File: config.mk
export PLATFORM = sky130hd
export DESIGN_NAME = line_pixel_rasterizer
export DESIGN_NICKNAME = d
export VERILOG_FILES = /design/src/lpr_pkg.sv /design/src/lpr_front.sv /design/src/lpr_queue.sv /design/src/lpr_back.sv /design/src/line_pixel_rasterizer.sv
export SDC_FILE = /design/constraint.sdc
export NUM_CORES = 1
export LEC_CHECK = 0
export BUFFER_PORTS_ARGS = -buffer_cell sky130_fd_sc_hd__buf_2
export CORE_ASPECT_RATIO = 1.1
export CORE_MARGIN = 3
export CORE_UTILIZATION = 57
export CTS_BUF_LIST = sky130_fd_sc_hd__clkbuf_8
export CTS_CLUSTER_SIZE = 25
export DETAILED_ROUTE_END_ITERATION = 7
export PLACE_DENSITY = 0.75
export SKIP_CTS_REPAIR_TIMING = 1
export SLEW_MARGIN = 20
export SYNTH_ARGS = -nofsm -noshare
export SYNTH_HDL_FRONTEND = slang
export SYNTH_SLANG_ARGS = --single-unit
File: constraint.sdc
create_clock -name clk -period 7.6 [get_ports clk]
set_clock_uncertainty 0.1 [all_clocks]
set_input_delay 1.14 -clock clk [delete_from_list [all_inputs] [get_ports clk]]
set_output_delay 1.14 -clock clk [all_outputs]
set_load 0.01 [all_outputs]
File: src/lpr_pkg.sv
// Package for the line pixel rasterizer: beat types, the job record passed
// from the front end to the walker, widths, defaults and the walker state type.
// Depends on nothing; every other file in src imports it.
package lpr_pkg;

  // Coordinates are fixed at six bits by the beat formats.
  localparam int COORD_W       = 6;
  // Pixel count of a run: up to 2**COORD_W, so one bit more than a coordinate.
  localparam int CNT_W         = COORD_W + 1;
  // Signed Bresenham error term.
  localparam int ERR_W         = 9;
  localparam int TILE_SIZE_DEF = 64;
  localparam int QUEUE_DEPTH   = 2;

  typedef struct packed {
    logic [COORD_W-1:0] start_x;
    logic [COORD_W-1:0] start_y;
    logic [COORD_W-1:0] end_x;
    logic [COORD_W-1:0] end_y;
  } seg_t;

  typedef struct packed {
    logic [COORD_W-1:0] pixel_x;
    logic [COORD_W-1:0] pixel_y;
    logic               last_pixel;
  } pix_t;

  // One classified segment, ready to walk.
  typedef struct packed {
    logic [COORD_W-1:0]      first_x;
    logic [COORD_W-1:0]      first_y;
    logic [COORD_W-1:0]      amaj;
    logic [COORD_W-1:0]      amin;
    logic                    x_major;
    logic                    minor_up;
    logic signed [ERR_W-1:0] err_init;
  } job_t;

  typedef enum logic {
    BK_IDLE,
    BK_RUN
  } back_state_t;

endpackage

File: src/lpr_front.sv
// Front end of the line pixel rasterizer: clamps the endpoints, classifies the
// segment (major axis, walk direction, start point, initial error) and
// registers the result as one job. Depends on lpr_pkg.
module lpr_front
  import lpr_pkg::*;
#(
  parameter int TILE_SIZE = TILE_SIZE_DEF
) (
  input  logic clk,
  input  logic rst,
  input  logic seg_valid,
  output logic seg_stall,
  input  seg_t seg,
  output logic job_valid,
  input  logic job_ready,
  output job_t job
);

  localparam logic [COORD_W-1:0] MAX_COORD = COORD_W'(TILE_SIZE - 1);

  logic [COORD_W-1:0]      x1, y1, x2, y2;
  logic [COORD_W-1:0]      adx, ady, amaj, amin;
  logic                    xmaj, mup, take_first;
  logic [ERR_W-1:0]        amin_w, amaj_w;
  job_t                    job_next;

  always_comb begin
    x1 = (seg.start_x > MAX_COORD) ? MAX_COORD : seg.start_x;
    y1 = (seg.start_y > MAX_COORD) ? MAX_COORD : seg.start_y;
    x2 = (seg.end_x   > MAX_COORD) ? MAX_COORD : seg.end_x;
    y2 = (seg.end_y   > MAX_COORD) ? MAX_COORD : seg.end_y;
    adx  = (x1 > x2) ? (x1 - x2) : (x2 - x1);
    ady  = (y1 > y2) ? (y1 - y2) : (y2 - y1);
    xmaj = adx > ady;
    // The minor axis climbs when the deltas share a sign or either is zero.
    mup  = ((x2 >= x1) == (y2 >= y1)) || (adx == '0) || (ady == '0);
    amaj = xmaj ? adx : ady;
    amin = xmaj ? ady : adx;
    take_first = xmaj ? (x1 < x2) : (y1 < y2);
    amin_w = {{(ERR_W - COORD_W){1'b0}}, amin};
    amaj_w = {{(ERR_W - COORD_W){1'b0}}, amaj};
    job_next.first_x  = take_first ? x1 : x2;
    job_next.first_y  = take_first ? y1 : y2;
    job_next.amaj     = amaj;
    job_next.amin     = amin;
    job_next.x_major  = xmaj;
    job_next.minor_up = mup;
    job_next.err_init = $signed({amin_w[ERR_W-2:0], 1'b0} - amaj_w);
  end

  assign seg_stall = job_valid && !job_ready;

  always_ff @(posedge clk) begin
    if (rst) begin
      job_valid <= 1'b0;
    end else if (seg_valid && !seg_stall) begin
      job_valid <= 1'b1;
    end else if (job_ready) begin
      job_valid <= 1'b0;
    end
  end

  always_ff @(posedge clk) begin
    if (seg_valid && !seg_stall) begin
      job <= job_next;
    end
  end

endmodule

File: src/lpr_queue.sv
// Short job queue between the front end and the walker of the line pixel
// rasterizer, held in flip-flops. Depends on lpr_pkg.
module lpr_queue
  import lpr_pkg::*;
#(
  parameter int DEPTH = QUEUE_DEPTH
) (
  input  logic clk,
  input  logic rst,
  input  logic push,
  output logic ready,
  input  job_t push_job,
  output logic head_valid,
  input  logic pop,
  output job_t head_job
);

  localparam int PTR_W = (DEPTH > 1) ? $clog2(DEPTH) : 1;
  localparam int CNT_W = $clog2(DEPTH + 1);
  localparam logic [PTR_W-1:0] LAST_PTR = PTR_W'(DEPTH - 1);
  localparam logic [CNT_W-1:0] FULL_CNT = CNT_W'(DEPTH);

  job_t             slots [DEPTH];
  logic [PTR_W-1:0] wr_ptr, rd_ptr;
  logic [CNT_W-1:0] count;
  logic             do_push, do_pop;

  assign ready      = count != FULL_CNT;
  assign head_valid = count != '0;
  assign head_job   = slots[rd_ptr];
  assign do_push    = push && ready;
  assign do_pop     = pop && head_valid;

  always_ff @(posedge clk) begin
    if (rst) begin
      wr_ptr <= '0;
      rd_ptr <= '0;
      count  <= '0;
    end else begin
      if (do_push) begin
        wr_ptr <= (wr_ptr == LAST_PTR) ? '0 : wr_ptr + 1'b1;
      end
      if (do_pop) begin
        rd_ptr <= (rd_ptr == LAST_PTR) ? '0 : rd_ptr + 1'b1;
      end
      if (do_push && !do_pop) begin
        count <= count + 1'b1;
      end else if (do_pop && !do_push) begin
        count <= count - 1'b1;
      end
    end
  end

  always_ff @(posedge clk) begin
    if (do_push) begin
      slots[wr_ptr] <= push_job;
    end
  end

`ifndef SYNTHESIS
  // The fill count never runs past the number of slots.
  a_no_overflow: assert property (@(posedge clk) disable iff (rst)
    count <= FULL_CNT) else $error("job queue count beyond its depth");
  // The walker only takes a job that is present.
  a_no_underflow: assert property (@(posedge clk) disable iff (rst)
    pop |-> head_valid) else $error("job popped from an empty queue");
`endif

endmodule

File: src/lpr_back.sv
// Walker of the line pixel rasterizer: takes one job from the queue and
// steps along the major axis one pixel per cycle, while the output is not
// stalled, into a registered output. Depends on lpr_pkg.
module lpr_back
  import lpr_pkg::*;
(
  input  logic clk,
  input  logic rst,
  input  logic q_valid,
  output logic q_pop,
  input  job_t q_job,
  output logic pix_valid,
  input  logic pix_stall,
  output pix_t pix
);

  back_state_t             state, state_next;
  logic [COORD_W-1:0]      cur_x, cur_y;
  logic signed [ERR_W-1:0] err, inc_flat, inc_step;
  logic [CNT_W-1:0]        steps_left;
  logic                    x_major, minor_up;
  logic                    emit, last;
  logic [COORD_W-1:0]      minor_delta;
  logic [ERR_W-1:0]        amin_w, amaj_w, diff_w;

  assign last        = steps_left == CNT_W'(1);
  assign minor_delta = minor_up ? COORD_W'(1) : '1;

  always_comb begin
    state_next = state;
    unique case (state)
      BK_IDLE: if (q_valid) state_next = BK_RUN;
      BK_RUN:  if (emit && last) state_next = BK_IDLE;
      default: state_next = BK_IDLE;
    endcase
  end

  always_comb begin
    q_pop = 1'b0;
    emit  = 1'b0;
    unique case (state)
      BK_IDLE: q_pop = q_valid;
      BK_RUN:  emit  = !pix_valid || !pix_stall;
      default: begin
        q_pop = 1'b0;
        emit  = 1'b0;
      end
    endcase
  end

  always_comb begin
    amin_w = {{(ERR_W - COORD_W){1'b0}}, q_job.amin};
    amaj_w = {{(ERR_W - COORD_W){1'b0}}, q_job.amaj};
    diff_w = amin_w - amaj_w;
  end

  always_ff @(posedge clk) begin
    if (rst) begin
      state     <= BK_IDLE;
      pix_valid <= 1'b0;
    end else begin
      state <= state_next;
      if (emit) begin
        pix_valid <= 1'b1;
      end else if (!pix_stall) begin
        pix_valid <= 1'b0;
      end
    end
  end

  always_ff @(posedge clk) begin
    if (q_pop) begin
      cur_x      <= q_job.first_x;
      cur_y      <= q_job.first_y;
      err        <= q_job.err_init;
      steps_left <= {1'b0, q_job.amaj} + CNT_W'(1);
      x_major    <= q_job.x_major;
      minor_up   <= q_job.minor_up;
      inc_flat   <= $signed({amin_w[ERR_W-2:0], 1'b0});
      inc_step   <= $signed({diff_w[ERR_W-2:0], 1'b0});
    end else if (emit) begin
      pix.pixel_x    <= cur_x;
      pix.pixel_y    <= cur_y;
      pix.last_pixel <= last;
      steps_left     <= steps_left - CNT_W'(1);
      if (!err[ERR_W-1]) begin
        err <= err + inc_step;
      end else begin
        err <= err + inc_flat;
      end
      if (x_major) begin
        cur_x <= cur_x + COORD_W'(1);
        if (!err[ERR_W-1]) begin
          cur_y <= cur_y + minor_delta;
        end
      end else begin
        cur_y <= cur_y + COORD_W'(1);
        if (!err[ERR_W-1]) begin
          cur_x <= cur_x + minor_delta;
        end
      end
    end
  end

`ifndef SYNTHESIS
  // A walk in progress always has at least one pixel left to send.
  a_run_has_work: assert property (@(posedge clk) disable iff (rst)
    (state == BK_RUN) |-> (steps_left != '0)) else $error("walker running with no pixels left");
  // Sending the final pixel ends the walk.
  a_last_ends_run: assert property (@(posedge clk) disable iff (rst)
    (emit && last) |=> (state == BK_IDLE)) else $error("walker kept running after last pixel");
`endif

endmodule

File: src/line_pixel_rasterizer.sv
// Top level of the line pixel rasterizer: front end, job queue and walker.
// Depends on lpr_pkg, lpr_front, lpr_queue and lpr_back.
//
// Each input beat carries one line segment as two endpoints inside a tile of
// TILE_SIZE x TILE_SIZE pixels; a coordinate of TILE_SIZE or more is clamped
// to TILE_SIZE - 1. The block answers with one output beat per pixel of the
// Bresenham line, in walk order, with last_pixel set on the final beat. The
// major axis is x when |dx| > |dy| and y otherwise, and the walk starts at the
// endpoint with the smaller major coordinate. The walker first loads a job
// from the queue and then steps one pixel per cycle while the output is not
// stalled; its single step unit sets that rate. The front end classifies the
// next segment and parks it in a two-entry queue while the walker is still
// busy, so input beats are taken while a line is being drawn. The output is
// registered and a stalled pixel beat holds until it is taken.
module line_pixel_rasterizer
  import lpr_pkg::*;
#(
  parameter int TILE_SIZE = TILE_SIZE_DEF
) (
  input  logic clk,
  input  logic rst,
  input  logic seg_valid,
  output logic seg_stall,
  input  seg_t seg,
  output logic pix_valid,
  input  logic pix_stall,
  output pix_t pix
);

  logic front_valid, queue_ready, head_valid, head_pop;
  job_t front_job, head_job;

  // Clamp and classify each segment into a job.
  lpr_front #(
    .TILE_SIZE(TILE_SIZE)
  ) u_front (
    .clk      (clk),
    .rst      (rst),
    .seg_valid(seg_valid),
    .seg_stall(seg_stall),
    .seg      (seg),
    .job_valid(front_valid),
    .job_ready(queue_ready),
    .job      (front_job)
  );

  // Jobs wait here so the front end and walker stall independently.
  lpr_queue #(
    .DEPTH(QUEUE_DEPTH)
  ) u_queue (
    .clk       (clk),
    .rst       (rst),
    .push      (front_valid),
    .ready     (queue_ready),
    .push_job  (front_job),
    .head_valid(head_valid),
    .pop       (head_pop),
    .head_job  (head_job)
  );

  // Walk the line and emit one pixel beat per cycle unless the output stalls.
  lpr_back u_back (
    .clk      (clk),
    .rst      (rst),
    .q_valid  (head_valid),
    .q_pop    (head_pop),
    .q_job    (head_job),
    .pix_valid(pix_valid),
    .pix_stall(pix_stall),
    .pix      (pix)
  );

endmodule

==> results_dict.tcl <==
set metrics [dict create \
    clock_tree.root_cell "clkbuf_8" \
    start_util 0.5908 \
    synth_cell_types 64 \
    switching_power_w 0.001431 \
    synth_ff_type "edfxtp_1" \
    slew_headroom 0.3511 \
    fin_util 0.6428 \
    setup_viol 0 \
    drive_gt1_frac 0.1559 \
    yosys-top-cells-area "edfxtp_1 (54%), ha_1 (7.1%), mux2i_1 (3.5%), xnor2_1 (3.2%), a21oi_1 (3.2%)" \
    seq_power_share 0.417 \
    synth_top_area_frac 0.5354 \
    routabilityCongestion 0.8890 \
    synth_seq_cells 162 \
    io_buffers 42 \
    crit_end "u_front.job[6]$_DFFE_PP_" \
    tritoncts "done" \
    drt.antenna.violating_nets 0 \
    path_class "input port to flip-flop" \
    nFillCells 1087 \
    status "completed" \
    drcViolationCount 0 \
    rsz0062_at_grt "no" \
    layout.nets 827 \
    combPwrFrac 0.423 \
    detail_route.wirelength_um 15430 \
    max-clock-path-buffers 2 \
    clk_pin_slew_ns 0.09 \
    syn_to_final_growth_pct 8.793 \
    grt_overflow 0 \
    p_int_w 0.002482 \
    seq_area_frac_synth 0.5540 \
    clock-sinks 162 \
    grt_usage 0.1975 \
    core_um2 14620 \
    h-tree-depth 4 \
    place_ws_ns 1.006 \
    die_w_um 123.4 \
    vias 5226 \
    setup-tns-final_ns 0 \
    synth_edf_count 154 \
    syn_area_um2 8637 \
    period_minus_slack_ns 6.225 \
    viasPerCell 5.507 \
    synthCells 714 \
    dieArea_um2 16670 \
    grt_pass1_vias 5326 \
    critPathLaunch "seg[19]" \
    seq_area_um2 4786 \
    multi_input_area_um2 3453 \
    worst_skew_pair.late_latency_ns 0.44 \
    worstHoldPathType "flip-flop to flip-flop" \
    power_frac_clock 0.160 \
    numCtsBuffers 17 \
    die_h_um 135.1 \
    swShare 0.3658 \
    cap_violations 0 \
    dp_hpwl_um 11440 \
    reg2reg_depth 9 \
    n_antenna_cell 0 \
    yosysWarnings 0 \
    worst_pin_slew_ns 0.9734 \
    fin_ws_ns 1.375 \
    timing.fmax_ghz 0.1606 \
    path_max_fanout 8 \
    wire_per_inst_um 16.25 \
    crit_arrival_ns 6.33 \
    hold_viol_final 0 \
    r2r_setup_slack_ns 4.53 \
    rows 46 \
    synthArstFlopShare 0 \
    grt_pass1_wl_um 25590 \
    worstPathRequired_ns 7.70 \
    grt_max_degree 51 \
    antenna_found_initial 0 \
    io_pins 43 \
    p_per_area_nw_per_um2 416.4 \
    yosys.area.top_type "edfxtp_1" \
    dr.first_iter.drc_count 381 \
    maxSlewViolCount 0 \
    ir_drop_v 0.0001524 \
    r2r_end "u_back.inc_step[7]$_DFFE_PP_" \
    first_pass_iters 5 \
    syn_nets 797 \
    endpoint_kind "flip-flop" \
    p_leak_nw 3.708 \
    synth_area_per_cell_um2 12.10 \
    fin_crit_sh 0.8191 \
    start_kind "input port" \
]
## sequential cells by signal (all words and copies together), names as in the netlist, 2 cells and up, named ones only
signal,cells
u_back.cur_x,6
u_back.cur_y,6
u_back.err,8
u_back.inc_flat,6
u_back.inc_step,7
u_back.pix,13
u_back.steps_left,7
u_front.job,33
u_queue.count,2
u_queue.slots,66
## synthesized netlist by cell type, types with 7 or more instances
| library cell | instances |
|---|---|
| edfxtp_1 | 154 |
| inv_1 | 67 |
| a21oi_1 | 55 |
| ha_1 | 49 |
| nand2_1 | 40 |
| o21ai_0 | 40 |
| nor2_1 | 38 |
| clkbuf_1 | 32 |
| xnor2_1 | 32 |
| mux2i_1 | 30 |
| nor2b_1 | 18 |
| xor2_1 | 18 |
| a21o_1 | 13 |
| mux2_2 | 13 |
| a211oi_1 | 11 |
| nand2b_1 | 10 |
| dfxtp_1 | 8 |
| o21bai_1 | 7 |
## metal layers
metal  vias up  wire length [µm]  global-route usage
met3        35               562             0.04399
li1       2610                 -                   -
met2       131              7889              0.3294
met5         -                 0                   0
met1      2450              6470              0.2455
met4         0               503             0.08923
## worst max-delay path: stages
cell and delay, ns:
buf_2 0.11, inv_1 0.06, ha_1 0.33, ha_1 0.19, o211ai_1 0.18, a221oi_4 0.55
mux2i_1 0.34, a22o_1 0.19, a32o_1 0.17, a21oi_1 0.05, xnor2_1 0.34, ha_1 0.31
nand4_1 0.09, a21oi_1 0.05, nor2_1 0.12, a21oi_2 0.09, inv_2 0.14, nor2_1 0.08
a21oi_1 0.22, inv_1 0.09, ha_1 0.19, a311o_1 0.32, maj3_2 0.33, o311a_1 0.32
a211oi_2 0.24, xor2_1 0.08
## logic make-up after synthesis
kind of cell / count (synthesis) / share of synthesized area
flip-flops: 162 / 0.5540
AND/OR/NAND/NOR: 135 / 0.07736
XOR/XNOR: 55 / 0.06012
buffers and inverters: 106 / 0.04723
AO/OA/AOI/OAI: 151 / 0.1156
multiplexers: 45 / 0.05490
adder cells (fa/ha/maj): 60 / 0.09083
## power by group through the flow
| stage | sequential [W] | combinational (W) | clock, W |
|---|---|---|---|
| after floorplan | 0.00158 | 0.00131 | 0 |
| after global placement | 0.00163 | 0.00158 | 0 |
| after detailed placement | 0.00165 | 0.00165 | 0 |
| after CTS | 0.00164 | 0.00166 | 0.000639 |
| after global routing | 0.00166 | 0.00187 | 0.000682 |
| final | 0.00163 | 0.00166 | 0.000625 |
## placed cells by master (no fill, tap or decap), drive strengths merged, types with 17 or more instances in the layout
| master | synthesis | routed |
|---|---|---|
| edfxtp | 154 | 154 |
| inv | 69 | 77 |
| a21oi | 57 | 57 |
| ha | 49 | 49 |
| buf | 3 | 48 |
| nand2 | 40 | 40 |
| o21ai | 40 | 40 |
| nor2 | 38 | 38 |
| xnor2 | 34 | 34 |
| mux2i | 32 | 32 |
| xor2 | 21 | 21 |
| nor2b | 18 | 18 |
| clkbuf | 33 | 17 |
## worst min-delay path by stage
stage	from	to	slack, ns	cells past startpoint
after CTS	u_front.job[11]$_DFFE_PP_	u_queue.slots[0][11]$_DFFE_PP_	0.35	0
after floorplan	u_front.job[10]$_DFFE_PP_	u_queue.slots[0][10]$_DFFE_PP_	0.32	0
after global placement	u_front.job[26]$_DFFE_PP_	u_queue.slots[0][26]$_DFFE_PP_	0.32	0
after detailed placement	u_front.job[11]$_DFFE_PP_	u_queue.slots[0][11]$_DFFE_PP_	0.33	0
final	u_front.job[34]$_DFFE_PP_	u_queue.slots[1][34]$_DFFE_PP_	0.35	0
after global routing	u_front.job[34]$_DFFE_PP_	u_queue.slots[1][34]$_DFFE_PP_	0.36	0
## cell type report
class | count | share of cell area
Sequential cell | 162 | 0.5093
Inverter | 69 | 0.02756
Timing Repair Buffer | 48 | 0.02716
Tap cell | 192 | 0.02557
Clock buffer | 17 | 0.02490
Multi-Input combinational cell | 446 | 0.3675
Clock inverter | 15 | 0.01798
## stage by stage
step                      power (W)  hold slack (ns)  instance area [µm²]  std cells
after floorplan            0.002899           0.3215                 8637        714
after global placement     0.003213           0.3219                 8994        917
after detailed placement   0.003303           0.3311                 8994        917
after CTS                  0.003939           0.3530                 9397        949
after global routing       0.004211           0.3568                 9397        949
final                      0.003913           0.3543                 9397        949
Note: power is estimated with default switching activity, not from simulation.
